<file path="src/hw/rtl/crlr_pkg.sv">
package crlr_pkg;

  localparam int COLUMNS_DEF     = 256;
  localparam int BREAKPOINTS_DEF = 16;

  // Output queue that decouples the render pipeline from the result channel.
  localparam int OQ_DEPTH = 4;
  localparam int OQ_PTR_W = 2;
  localparam int OQ_CNT_W = 3;

  localparam logic OP_LOAD   = 1'b0;
  localparam logic OP_RENDER = 1'b1;

  typedef struct packed {
    logic        we;
    logic [15:0] color;
    logic [7:0]  column;
  } result_t;

endpackage

</file>
<file path="src/hw/rtl/crlr_oq.sv">
module crlr_oq (
  input  logic                             clk,
  input  logic                             rst_n,
  input  logic                             push_valid,
  input  crlr_pkg::result_t                push_data,
  output logic                             pop_valid,
  input  logic                             pop_ready,
  output crlr_pkg::result_t                pop_data,
  output logic [crlr_pkg::OQ_CNT_W-1:0]    count
);

  crlr_pkg::result_t                 entries_r [crlr_pkg::OQ_DEPTH];
  logic [crlr_pkg::OQ_PTR_W-1:0]     wr_ptr_r;
  logic [crlr_pkg::OQ_PTR_W-1:0]     rd_ptr_r;
  logic [crlr_pkg::OQ_CNT_W-1:0]     cnt_r;
  logic [crlr_pkg::OQ_CNT_W-1:0]     cnt_nxt;
  logic                              pop;

  assign pop       = pop_valid && pop_ready;
  assign pop_valid = (cnt_r != '0);
  assign pop_data  = entries_r[rd_ptr_r];
  assign count     = cnt_r;

  always_comb begin
    cnt_nxt = cnt_r;
    if (push_valid && !pop) begin
      cnt_nxt = cnt_r + crlr_pkg::OQ_CNT_W'(1);
    end else if (!push_valid && pop) begin
      cnt_nxt = cnt_r - crlr_pkg::OQ_CNT_W'(1);
    end
  end

  always_ff @(posedge clk) begin
    if (push_valid) begin
      entries_r[wr_ptr_r] <= push_data;
    end
  end

  always_ff @(posedge clk) begin
    if (!rst_n) begin
      wr_ptr_r <= '0;
      rd_ptr_r <= '0;
      cnt_r    <= '0;
    end else begin
      if (push_valid) begin
        wr_ptr_r <= wr_ptr_r + crlr_pkg::OQ_PTR_W'(1);
      end
      if (pop) begin
        rd_ptr_r <= rd_ptr_r + crlr_pkg::OQ_PTR_W'(1);
      end
      cnt_r <= cnt_nxt;
    end
  end

endmodule

</file>
<file path="config.mk">
export PLATFORM = sky130hd
export DESIGN_NAME = crlr_oq
export DESIGN_NICKNAME = d
export VERILOG_FILES = /design/src/hw/rtl/crlr_pkg.sv /design/src/hw/rtl/crlr_oq.sv
export SDC_FILE = /design/constraint.sdc
export NUM_CORES = 1
export LEC_CHECK = 0
export ABC_AREA = 1
export ABC_CLOCK_PERIOD_IN_PS = 2200
export BUFFER_PORTS_ARGS = -buffer_cell sky130_fd_sc_hd__buf_4
export CORE_MARGIN = 5
export CORE_UTILIZATION = 53
export CTS_CLUSTER_DIAMETER = 40
export DETAILED_ROUTE_END_ITERATION = 10
export GPL_TIMING_DRIVEN = 1
export PLACE_DENSITY = 0.73
export SYNTH_ARGS = -nofsm -noshare
export SYNTH_HDL_FRONTEND = slang
export SYNTH_SLANG_ARGS = --single-unit
</file>
<file path="constraint.sdc">
create_clock -name clk -period 2.2 [get_ports clk]
set_input_delay 0.11 -clock clk [delete_from_list [all_inputs] [get_ports clk]]
set_output_delay 0.11 -clock clk [all_outputs]
set_load 0.01 [all_outputs]
</file>
# Yosys cells after proc, flatten, opt, wreduce, memory -nomap -nowiden
# Memory sizes are Yosys's and may differ from the RTL's. A register that Yosys moved wholly into a read port is not among the register bits.
# Index checks and enable logic that the tools add are counted.
[word_totals]
reg_bits = 7
ram_bits = 100
in_bits = 29
out_inout_bits = 29
word_cells = 21
mem_count = 1
[op_classes]
add_sub_neg = 4
mux = 6
reduce_logical = 7
[mem_list]
columns = ["memory", "words", "word_bits", "rd", "rd_ports_with_merged_regs", "wr", "line_no", "text"]
rows = [
  ["entries_r", 4, 25, 1, 1, 1, "crlr_oq.sv:12", "crlr_pkg::result_t entries_r [crlr_pkg::OQ_DEPTH];"],
]
[ops]
columns = ["op", "count"]
rows = [
  ["3-bit two-way mux", 2],
  ["2-bit by 1-bit adder with 2-bit output (second input constant)", 2],
  ["2-bit two-way mux", 2],
  ["3-bit by 1-bit adder with 3-bit output (second input constant)", 1],
  ["1-bit logical AND", 3],
  ["3-bit nonzero test", 1],
  ["3-bit by 1-bit subtractor with 3-bit output (second input constant)", 1],
  ["1-bit logical NOT", 2],
  ["1-bit two-way mux", 2],
  ["2-bit nonzero test", 1],
]

# Logic depth before layout (Yosys ltp)
# Gate-level depths: netlist of run 1.
[depth]
word_depth = 5
depth_mapped = 12
depth_no_buf = 12

# Worst setup path before layout of run 1
# OpenSTA, ideal clock, no wires.
[synth_timing]
path_type = "register -> register"
start = "register cnt_r, in the netlist count[0]"
end = "register cnt_r, in the netlist count[1]"
setup_time_ns = 0.116
t_arrival_ns = 1.598
required_ns = 2.084
path_slack_ns = 0.486
stages_incl_launch_ff = 9
n_path_buf = 0
synth_period_minus_slack_ns = 1.714
path_cell_list = "dfxtp_1 > nor2_1 > nand2_1 > nand2_1 > ha_1 > inv_1 > fa_1 > o21ai_0 > nor2_1"
[synth_between]
elab_chain_cells = 5
word_cells_on_any_way = 10
cone_classes = "2 x add/sub; 2 x mux; 6 x reduce/logical"
[synth_lines]
columns = ["item", "line_no", "text"]
rows = [
  ["from (decl)", "crlr_oq.sv:15", "logic [crlr_pkg::OQ_CNT_W-1:0] cnt_r;"],
  ["from (signal assigned)", "crlr_oq.sv:51", "cnt_r <= cnt_nxt;"],
  ["3-bit nonzero test", "crlr_oq.sv:20", "assign pop_valid = (cnt_r != '0);"],
  ["via pop_valid", "crlr_oq.sv:6", "output logic pop_valid,"],
  ["1-bit logical AND", "crlr_oq.sv:19", "assign pop = pop_valid && pop_ready;"],
  ["1-bit logical NOT", "crlr_oq.sv:26", "if (push_valid && !pop) begin"],
  ["1-bit logical AND", "crlr_oq.sv:26", ""],
  ["3-bit two-way mux", "crlr_oq.sv:26", ""],
  ["via cnt_nxt (one bit)", "crlr_oq.sv:16", "logic [crlr_pkg::OQ_CNT_W-1:0] cnt_nxt;"],
]
# The timed path passes the listed nets, and every way through them passes these cells. The select of a mux whose other input is x is not followed.
# A chain may end at the register's enable or synchronous reset.

==> impl_metrics.json, run 1 <==
{
  "drv_cap": 0,
  "max-slew-margin-rel_pct": 57.3,
  "die_y_um": 99.8,
  "total_power_mw": 4.99,
  "area_growth_pct": 22.1,
  "synth.ff_latch_count": 109,
  "worstPathRequired_ns": 2.09,
  "r2r-end": "count[2]",
  "timing.setup.tns_ns": 0,
  "hp-class": "in2reg",
  "fin_cells": 499,
  "clk_pin_slew_worst_paths_ns": 0.09,
  "synth_cell_type_count": 20,
  "vias": 2611,
  "slew_viol_final": 0,
  "synth_ff_type": "edfxtp_1",
  "core-area_um2": 7810,
  "drive_gt1_share_pct": 26.4,
  "holdWs_ns": 0.0255,
  "regArea_um2": 3180,
  "tightestPinTransition_ns": 0.641,
  "drc": 0,
  "rsz0062_at_grt": "no",
  "status": "complete, no violations",
  "postCtsSetupBuffers": 0,
  "leakage_nw": 1.94,
  "viasPerCell": 5.23,
  "routed_wirelength_um": 8120,
  "pin_count": 58,
  "ys_top_cells_by_area": "edfxtp_1, nor2_1, dfxtp_1",
  "setup_viol_count_final": 0,
  "ant_nets": 0,
  "avgSynthCellArea_um2": 14.1,
  "synth_area_um2": 4270,
  "die_area_um2": 9960,
  "drt-pass1-iter-count": 4,
  "syn_nets": 339,
  "grt_max_degree": 51,
  "routabilityCongestion": 0.712,
  "cts_max_path_buffers": 2,
  "postSynth.asyncResetShare_pct": 0,
  "cp_slowest_cell": "buf_4",
  "rows": 32,
  "multiInputGateArea_um2": 901,
  "fin_worst_skew_ns": 0.0124,
  "clk_root_buffer_cell": "clkbuf_8",
  "cts_sinks": 109,
  "cts_tree": "built",
  "syn_inst": 304,
  "finalHoldViolations": 0,
  "yosys_warnings": 0,
  "yosysTopAreaCell": "edfxtp_1",
  "critPathArrivalTime_ns": 1.73,
  "timing_worst_setup_path_type": "reg2out",
  "fin_nets": 427,
  "power_density_nw_per_um2": 957,
  "min_period_ns": 1.84,
  "end_kind": "output port",
  "hold_path_end": "count[2]",
  "holdPathStages": 3,
  "overflow": 0,
  "cp_cell_sequence": "buf_4, o21ai_0, o22ai_1, buf_4",
  "synthDominantCellAreaShare_pct": 70.3,
  "ir_drop_uv": 459,
  "antenna_found_initial": 0,
  "first_global_vias": 2657,
  "crit_fanout": 50,
  "initial_core_util_pct": 54.7,
  "max_freq_mhz": 544,
  "min-delay-start": "rst_n",
  "n_fill_cell": 576,
  "die_w_um": 99.8,
  "synthTopCellsByCount": "edfxtp_1, nor2_1, o21ai_1",
  "layout_worst_path_cycle_share_pct": 83.6,
  "slowest_delay_ns": 0.44,
  "grt_first_pass_wirelength_um": 13200,
  "drt_iter0_drc": 149,
  "crit_top_cell": "buf_4",
  "io_buffer_count": 57,
  "worstSkewPairLatency_ns": 0.36,
  "rr_worst_depth": 12,
  "cts_buffers": 9,
  "post-place-cells": 458,
  "n_antenna_cell": 0,
  "timing.rr.start": "count[1]",
  "hpwl_um": 5020,
  "r2r_setup_slack_ns": 0.42,
  "grt.total_usage_pct": 17.3,
  "yosysMostFrequentCell": "edfxtp_1",
  "cts-htree-levels": 3,
  "start_kind": "register",
  "yosysSeqAreaShare_pct": 74.5,
  "cts_resized": 0,
  "wire_per_inst_um": 16.3,
  "synth_edf_count": 100
}
==> kinds of logic after synthesis <==
family,after synthesis,share of synthesized area [%]
buffers and inverters,31,4.39
AND/OR/NAND/NOR,74,6.59
XOR/XNOR,1,0.205
adder cells (fa/ha/maj),6,1.93
flip-flops,109,74.5
AO/OA/AOI/OAI,83,12.4
==> layer usage <==
layer  track usage (%)  wire, um  vias up
li1                  -         -     1282
met1              23.3      3550     1264
met2              28.4      4150       55
met3              2.57       311       10
met4              6.83       110        0
met5                 0         0        -
==> registers in the layout, summed over array words and instances (netlist names), named ones only <==
name	count
entries_r	100
count	3
rd_ptr_r	2
wr_ptr_r	2
==> power by group <==
group / total [mW] / internal (mW) / switching [mW] / leakage [nW]
logic: 1.46 / 0.620 / 0.840 / 0.857
registers: 2.45 / 2.39 / 0.0641 / 0.993
clock network: 1.07 / 0.417 / 0.657 / 0.0853
total: 4.99 / 3.43 / 1.56 / 1.94
==> how the worst max path moves through the flow <==
stage                         from           end  cells past startpoint
final                     register  pop_data[18]                      4
after global routing      register  pop_data[18]                      4
after CTS                 register  pop_data[18]                      4
after detailed placement  count[1]      count[2]                     12
after global placement    count[1]      count[2]                     12
after floorplan           count[0]      count[1]                      8
==> layout by cell type (no fill, tap or decap), drive strengths merged <==
master / count
a21oi: 5
buf: 67
clkbuf: 9
clkinv: 4
clkinvlp: 1
dfxtp: 9
dlygate4sd3: 25
edfxtp: 100
fa: 1
ha: 5
inv: 18
nand2: 15
nand3: 3
nor2: 56
o21ai: 53
o22ai: 25
xor2: 1
==> stage by stage <==
step	util, %	setup WS [ns]	area, um2
2_1_floorplan	-	0.486	4270
3_3_place_gp	61.4	0.539	4790
3_5_place_dp	61.4	0.433	4790
4_1_cts	66.8	0.313	5220
5_1_grt	66.8	0.186	5220
6_report	66.8	0.361	5220
==> worst max-delay path: cells and delay by family (launching register included) <==
kind            cells  cell delay [ns]
buf+inv             2             0.60
compound gates      2             0.40
flops               1             0.36
==> cell type report <==
cell class                 count  share of cell area (%)
tap                          102                    2.45
sequential                   109                    61.1
inverter                      16                    1.20
multi-input combinational    164                    17.3
clock inverter                 7                   0.960
clock buffer                   9                    2.38
timing repair buffer          92                    14.7
==> repair_timing <==
item	CTS	global route
endpoints found under the setup margin	0	0
hold endpoints to repair	100	0
hold buffers	25	0
No activity file was read; power rests on OpenSTA's default activity.
==> inputs of run 2 (changes only) <==
ABC_CLOCK_PERIOD_IN_PS = 1500   (was 2200)
CORE_UTILIZATION = 51   (was 53)
PLACE_DENSITY = 0.74   (was 0.73)
clock period = 1.5 ns   (was 2.2 ns; I/O delays follow)
==> run 2 against run 1 <==
Net effect: the run now ends with negative setup slack left; sequential power grew 49%; global-route usage grew 0.44 points; first-iteration DRC count shrank 25%; clock power grew 56%; count of clock-buffer cells in the layout is the same; cell count grew 4.8%; register-to-register slack lost 0.48 ns; combinational power grew 120%; largest cell class unchanged; highest routed layer unchanged.
==> impl_metrics.json, run 2 (synthesis gave the netlist of run 1 again) <==
{
  "status": "finished with violations",
  "violations": "negative setup slack",
  "wire_per_inst_um": 17.5,
  "worstSkewPairLatency_ns": 0.36,
  "viasPerCell": 5.32,
  "ant_nets": 0,
  "dp_slack_ns": -0.0530,
  "cts_tree": "built",
  "leakage_nw": 2.18,
  "initial_core_util_pct": 52.2,
  "worst_slack_ns": -0.0618,
  "n_antenna_cell": 0,
  "cts_sinks": 109,
  "cp_cell_sequence": "nor2_4, nand2_2, nand2_2, ha_4, inv_4, fa_2, inv_2, nand2_1, nand3_2, nand2_1, nand2_1, nor2_1",
  "setup_viol_count_final": 27,
  "grt_max_degree": 27,
  "critPathArrivalTime_ns": 1.84,
  "fin_worst_skew_ns": 0.00948,
  "die_y_um": 102,
  "drive_gt1_share_pct": 40.2,
  "slowest_delay_ns": 0.36,
  "rsz0062_at_grt": "yes",
  "grt.total_usage_pct": 17.7,
  "final_cell_mix": "edfxtp_1, buf_4, nor2_1",
  "hp-class": "in2reg",
  "ir_drop_uv": 1060,
  "hpwl_um": 5030,
  "routabilityCongestion": 0.713,
  "antenna_found_initial": 0,
  "tightestPinTransition_ns": 0.232,
  "max-slew-margin-rel_pct": 84.4,
  "end_kind": "register",
  "finalHoldViolations": 0,
  "core-area_um2": 8180,
  "n_fill_cell": 539,
  "drt-pass1-iter-count": 4,
  "cts_buffers": 9,
  "max_freq_mhz": 640,
  "first_global_vias": 2886,
  "regMostFlops": "entries_r",
  "power_density_nw_per_um2": 1440,
  "fin_nets": 448,
  "layout_worst_path_cycle_share_pct": 104,
  "drv_cap": 0,
  "clk_root_buffer_cell": "clkbuf_8",
  "slew_viol_final": 0,
  "crit_fanout": 2,
  "overflow": 0,
  "grt_first_pass_wirelength_um": 13700,
  "largest_reg_flops": 100,
  "area_growth_pct": 37.4,
  "io_buffer_count": 57,
  "min_period_ns": 1.56,
  "timing.setup.tns_ns": -0.861,
  "layout_commonest_cell": "edfxtp_1",
  "timing_worst_setup_path_type": "reg2reg",
  "die_area_um2": 10300,
  "drt_iter0_drc": 112,
  "vias": 2783,
  "cp_slowest_cell": "dfxtp_4",
  "drc": 0,
  "cts-htree-levels": 3,
  "total_power_mw": 8.47,
  "cts_max_path_buffers": 2,
  "worstPathRequired_ns": 1.77,
  "pin_count": 58,
  "die_w_um": 102,
  "start_kind": "register",
  "final_core_util_pct": 71.8,
  "rows": 33,
  "crit_top_cell": "nand2_1",
  "clk_pin_slew_worst_paths_ns": 0.11,
  "routed_wirelength_um": 9140
}
-- run 2: metrics by stage --
step | cell area, um2 | instances | hold WS [ns]
6_report | 5870 | 523 | 0.0596
3_5_place_dp | 4990 | 471 | 0.277
2_1_floorplan | 4300 | 304 | 0.174
4_1_cts | 5660 | 520 | 0.0370
5_1_grt | 5870 | 523 | 0.0498
3_3_place_gp | 4990 | 471 | 0.276
-- run 2: worst paths after layout --
| path | from | to | slack (ns) | cells after the start |
|---|---|---|---|---|
| worst max-delay path | count[0] | count[2] | -0.06 | 12 |
| worst min-delay path | push_valid | wr_ptr_r[0] | 0.06 | 3 |
| worst max register to register | count[0] | count[2] | -0.06 | 12 |
| worst min register to register | rd_ptr_r[1] | register | 0.50 | 2 |
-- run 2: report_power, final --
group / internal (mW) / total, mW / switching, mW
clock: 0.647 / 1.67 / 1.02
combinational: 1.57 / 3.15 / 1.58
sequential: 3.53 / 3.65 / 0.119
-- run 2: repair_timing --
| item | 4_1_cts | 5_1_grt |
|---|---|---|
| cloned | 3 | 2 |
| hold buffers | 27 | 0 |
| setup endpoints to repair | 27 | 27 |
| resized for setup | 30 | 34 |
| pin swaps | 11 | 4 |
| hold endpoints to repair | 106 | 0 |
| buffers inserted | 3 | 1 |
-- run 2: critical path: cells and delay by family, from the launching register on --
kind / cells / cell delay (ns)
buf+inv: 2 / 0.09
flops: 1 / 0.36
simple gates: 8 / 0.52
fa+ha+maj: 2 / 0.49
-- run 2: per-layer routing --
layer	wire length (um)	GRT usage (%)
met5	0	0
met4	117	5.83
met1	3700	20.6
met3	391	4.34
met2	4930	32.0
-- run 2: final cells by class --
type                            count  area [um2]  share of cell area (%)
Sequential cell                   109        3200                    54.5
Timing Repair Buffer              113        1150                    19.6
Tap cell                          105         131                    2.24
Multi-Input combinational cell    164        1110                    19.0
Clock inverter                      7        71.3                    1.22
Inverter                           16        82.6                    1.41
Clock buffer                        9         124                    2.11
==> inputs of run 3 (changes only) <==
==> constraint.sdc (replaced) <==
create_clock -name clk -period 1.5 [get_ports clk]
set_input_delay 0.075 -clock clk [delete_from_list [all_inputs] [get_ports clk]]
set_output_delay 0.075 -clock clk [all_outputs]
set_load 0.1 [all_outputs]
==> run 3 against run 2 <==
Net effect: the run still ends with negative setup slack left; worst setup slack worse by 0.069 ns; routed wire length is 6.8% higher; combinational power is 120% higher; sequential share of layout area is 4.7 points lower; clock skew is 0.00082 ns higher; highest routed layer unchanged; largest power group is now combinational logic; cell count is 0.38% lower; critical path depth is 7 lower.
==> impl_metrics.json, run 3 (synthesis gave the netlist of run 1 again) <==
{
  "timing.rr.start": "count[1]",
  "first_global_vias": 2873,
  "cp_top_family": "buffers and inverters",
  "cp_cell_sequence": "inv_8, buf_12, nor2_1, o22ai_4, buf_12",
  "critPathArrivalTime_ns": 1.56,
  "antenna_found_initial": 0,
  "pin_count": 58,
  "min-delay-start": "pop_ready",
  "worstPathRequired_ns": 1.42,
  "slew_viol_final": 0,
  "holdPathStages": 3,
  "r2r-end": "count[2]",
  "final_cell_mix": "edfxtp_1, buf_4, nor2_1",
  "routed_wirelength_um": 9760,
  "layout_worst_path_cycle_share_pct": 109,
  "layout_commonest_cell": "edfxtp_1",
  "cts_sinks": 109,
  "slowest_delay_ns": 0.41,
  "clk_root_buffer_cell": "clkbuf_8",
  "ant_nets": 0,
  "cts_tree": "built",
  "tightestPinTransition_ns": 0.284,
  "fin_nets": 445,
  "die_area_um2": 10300,
  "grt.total_usage_pct": 19.3,
  "rsz0062_at_grt": "yes",
  "drv_cap": 0,
  "crit_fanout": 14,
  "end_kind": "output port",
  "r2r_setup_slack_ns": -0.07,
  "max-slew-margin-rel_pct": 81.0,
  "largest_reg_flops": 100,
  "hp-class": "in2reg",
  "ir_drop_uv": 1690,
  "cts_buffers": 9,
  "grt_max_degree": 27,
  "core-area_um2": 8180,
  "cts-htree-levels": 3,
  "routabilityCongestion": 0.769,
  "worstSkewPairLatency_ns": 0.37,
  "vias": 2804,
  "viasPerCell": 5.38,
  "power_density_nw_per_um2": 1920,
  "max_freq_mhz": 613,
  "leakage_nw": 2.31,
  "drive_gt1_share_pct": 43.6,
  "drc": 0,
  "min_period_ns": 1.63,
  "overflow": 0,
  "regMostFlops": "entries_r",
  "finalHoldViolations": 0,
  "rows": 33,
  "die_y_um": 102,
  "io_buffer_count": 57,
  "timing_worst_setup_path_type": "reg2out",
  "critPathBufInv": 3,
  "post-place-cells": 473,
  "drt_iter0_drc": 147,
  "violations": "negative setup slack",
  "initial_core_util_pct": 52.2,
  "wire_per_inst_um": 18.7,
  "status": "finished with violations",
  "fin_cells": 521,
  "hpwl_um": 5460,
  "rr_worst_depth": 11,
  "crit_top_cell": "buf_12",
  "total_power_mw": 12.3,
  "area_growth_pct": 50.2,
  "grt_first_pass_wirelength_um": 14800,
  "fin_worst_skew_ns": 0.0103,
  "drt-pass1-iter-count": 4,
  "worst_slack_ns": -0.130,
  "cp_slowest_cell": "dfxtp_4",
  "setup_viol_count_final": 27,
  "clk_pin_slew_worst_paths_ns": 0.09,
  "start_kind": "register",
  "die_w_um": 102,
  "cts_max_path_buffers": 2
}
[run 3: cell count changes in the layout (fill, tap and decap cells not counted), sizes merged]
cell,previous run,this run
bufinv,0,1
dlygate4sd3,27,26
diode,0,1
clkinv,5,2
clkinvlp,0,2
buf,84,82
[run 3: per-stage QoR]
step | util, % | setup slack [ns] | hold WS, ns | TNS [ns] | instance area [um2]
2_1_floorplan | - | -0.309 | 0.174 | -0.617 | 4670
3_3_place_gp | 65.7 | -0.0161 | 0.275 | -0.0161 | 5370
3_5_place_dp | 65.7 | -0.0608 | 0.279 | -0.0761 | 5370
4_1_cts | 76.6 | -0.0955 | 0.0364 | -1.89 | 6260
5_1_grt | 78.5 | -0.186 | 0.0463 | -4.24 | 6410
6_report | 78.5 | -0.130 | 0.0501 | -2.60 | 6420
[run 3: worst max-delay path by stage]
stage,start,end,slack [ns],cells past startpoint
final,register,pop_data[4],-0.13,5
after global routing,register,pop_data[6],-0.19,5
after CTS,register,pop_data[4],-0.1,4
after detailed placement,count[0],count[2],-0.06,12
after global placement,count[0],count[2],-0.02,12
after floorplan,count[0],count[1],-0.31,8
[run 3: repair_timing]
item,CTS,global route
setup buffers,0,1
pin swaps,1,4
endpoints found under the hold margin,104,0
endpoints found under the setup margin,27,27
hold buffers,26,0
gates cloned,2,2
resized for setup,105,19
[run 3: layout make-up]
class                           count  area (um2)
Clock buffer                        9         124
Timing Repair Buffer              110        1400
Fill cell                         464        1760
Multi-Input combinational cell    164        1420
Sequential cell                   109        3200
Clock inverter                      7        71.3
Antenna cell                        1        2.50
Inverter                           16        67.6
Tap cell                          105         131
[run 3: where the power goes]
group	internal (mW)	total (mW)	switching, mW	leakage, nW
sequential	3.53	3.66	0.129	0.996
clock	0.776	1.77	0.990	0.0937
combinational	2.55	6.90	4.36	1.22
[run 3: tightest hold or removal path, stage by stage]
cell and delay [ns]:
buf_4 0.13, nand3_1 0.08, a21oi_1 0.08
[run 3: per-layer routing]
metal	global-route usage (%)	share of wire (%)	vias up
li1	-	-	1326
met1	24.2	39	1388
met2	33.5	55	78
met3	3.37	4.1	12
met4	7.67	1.9	0
met5	0	0	-
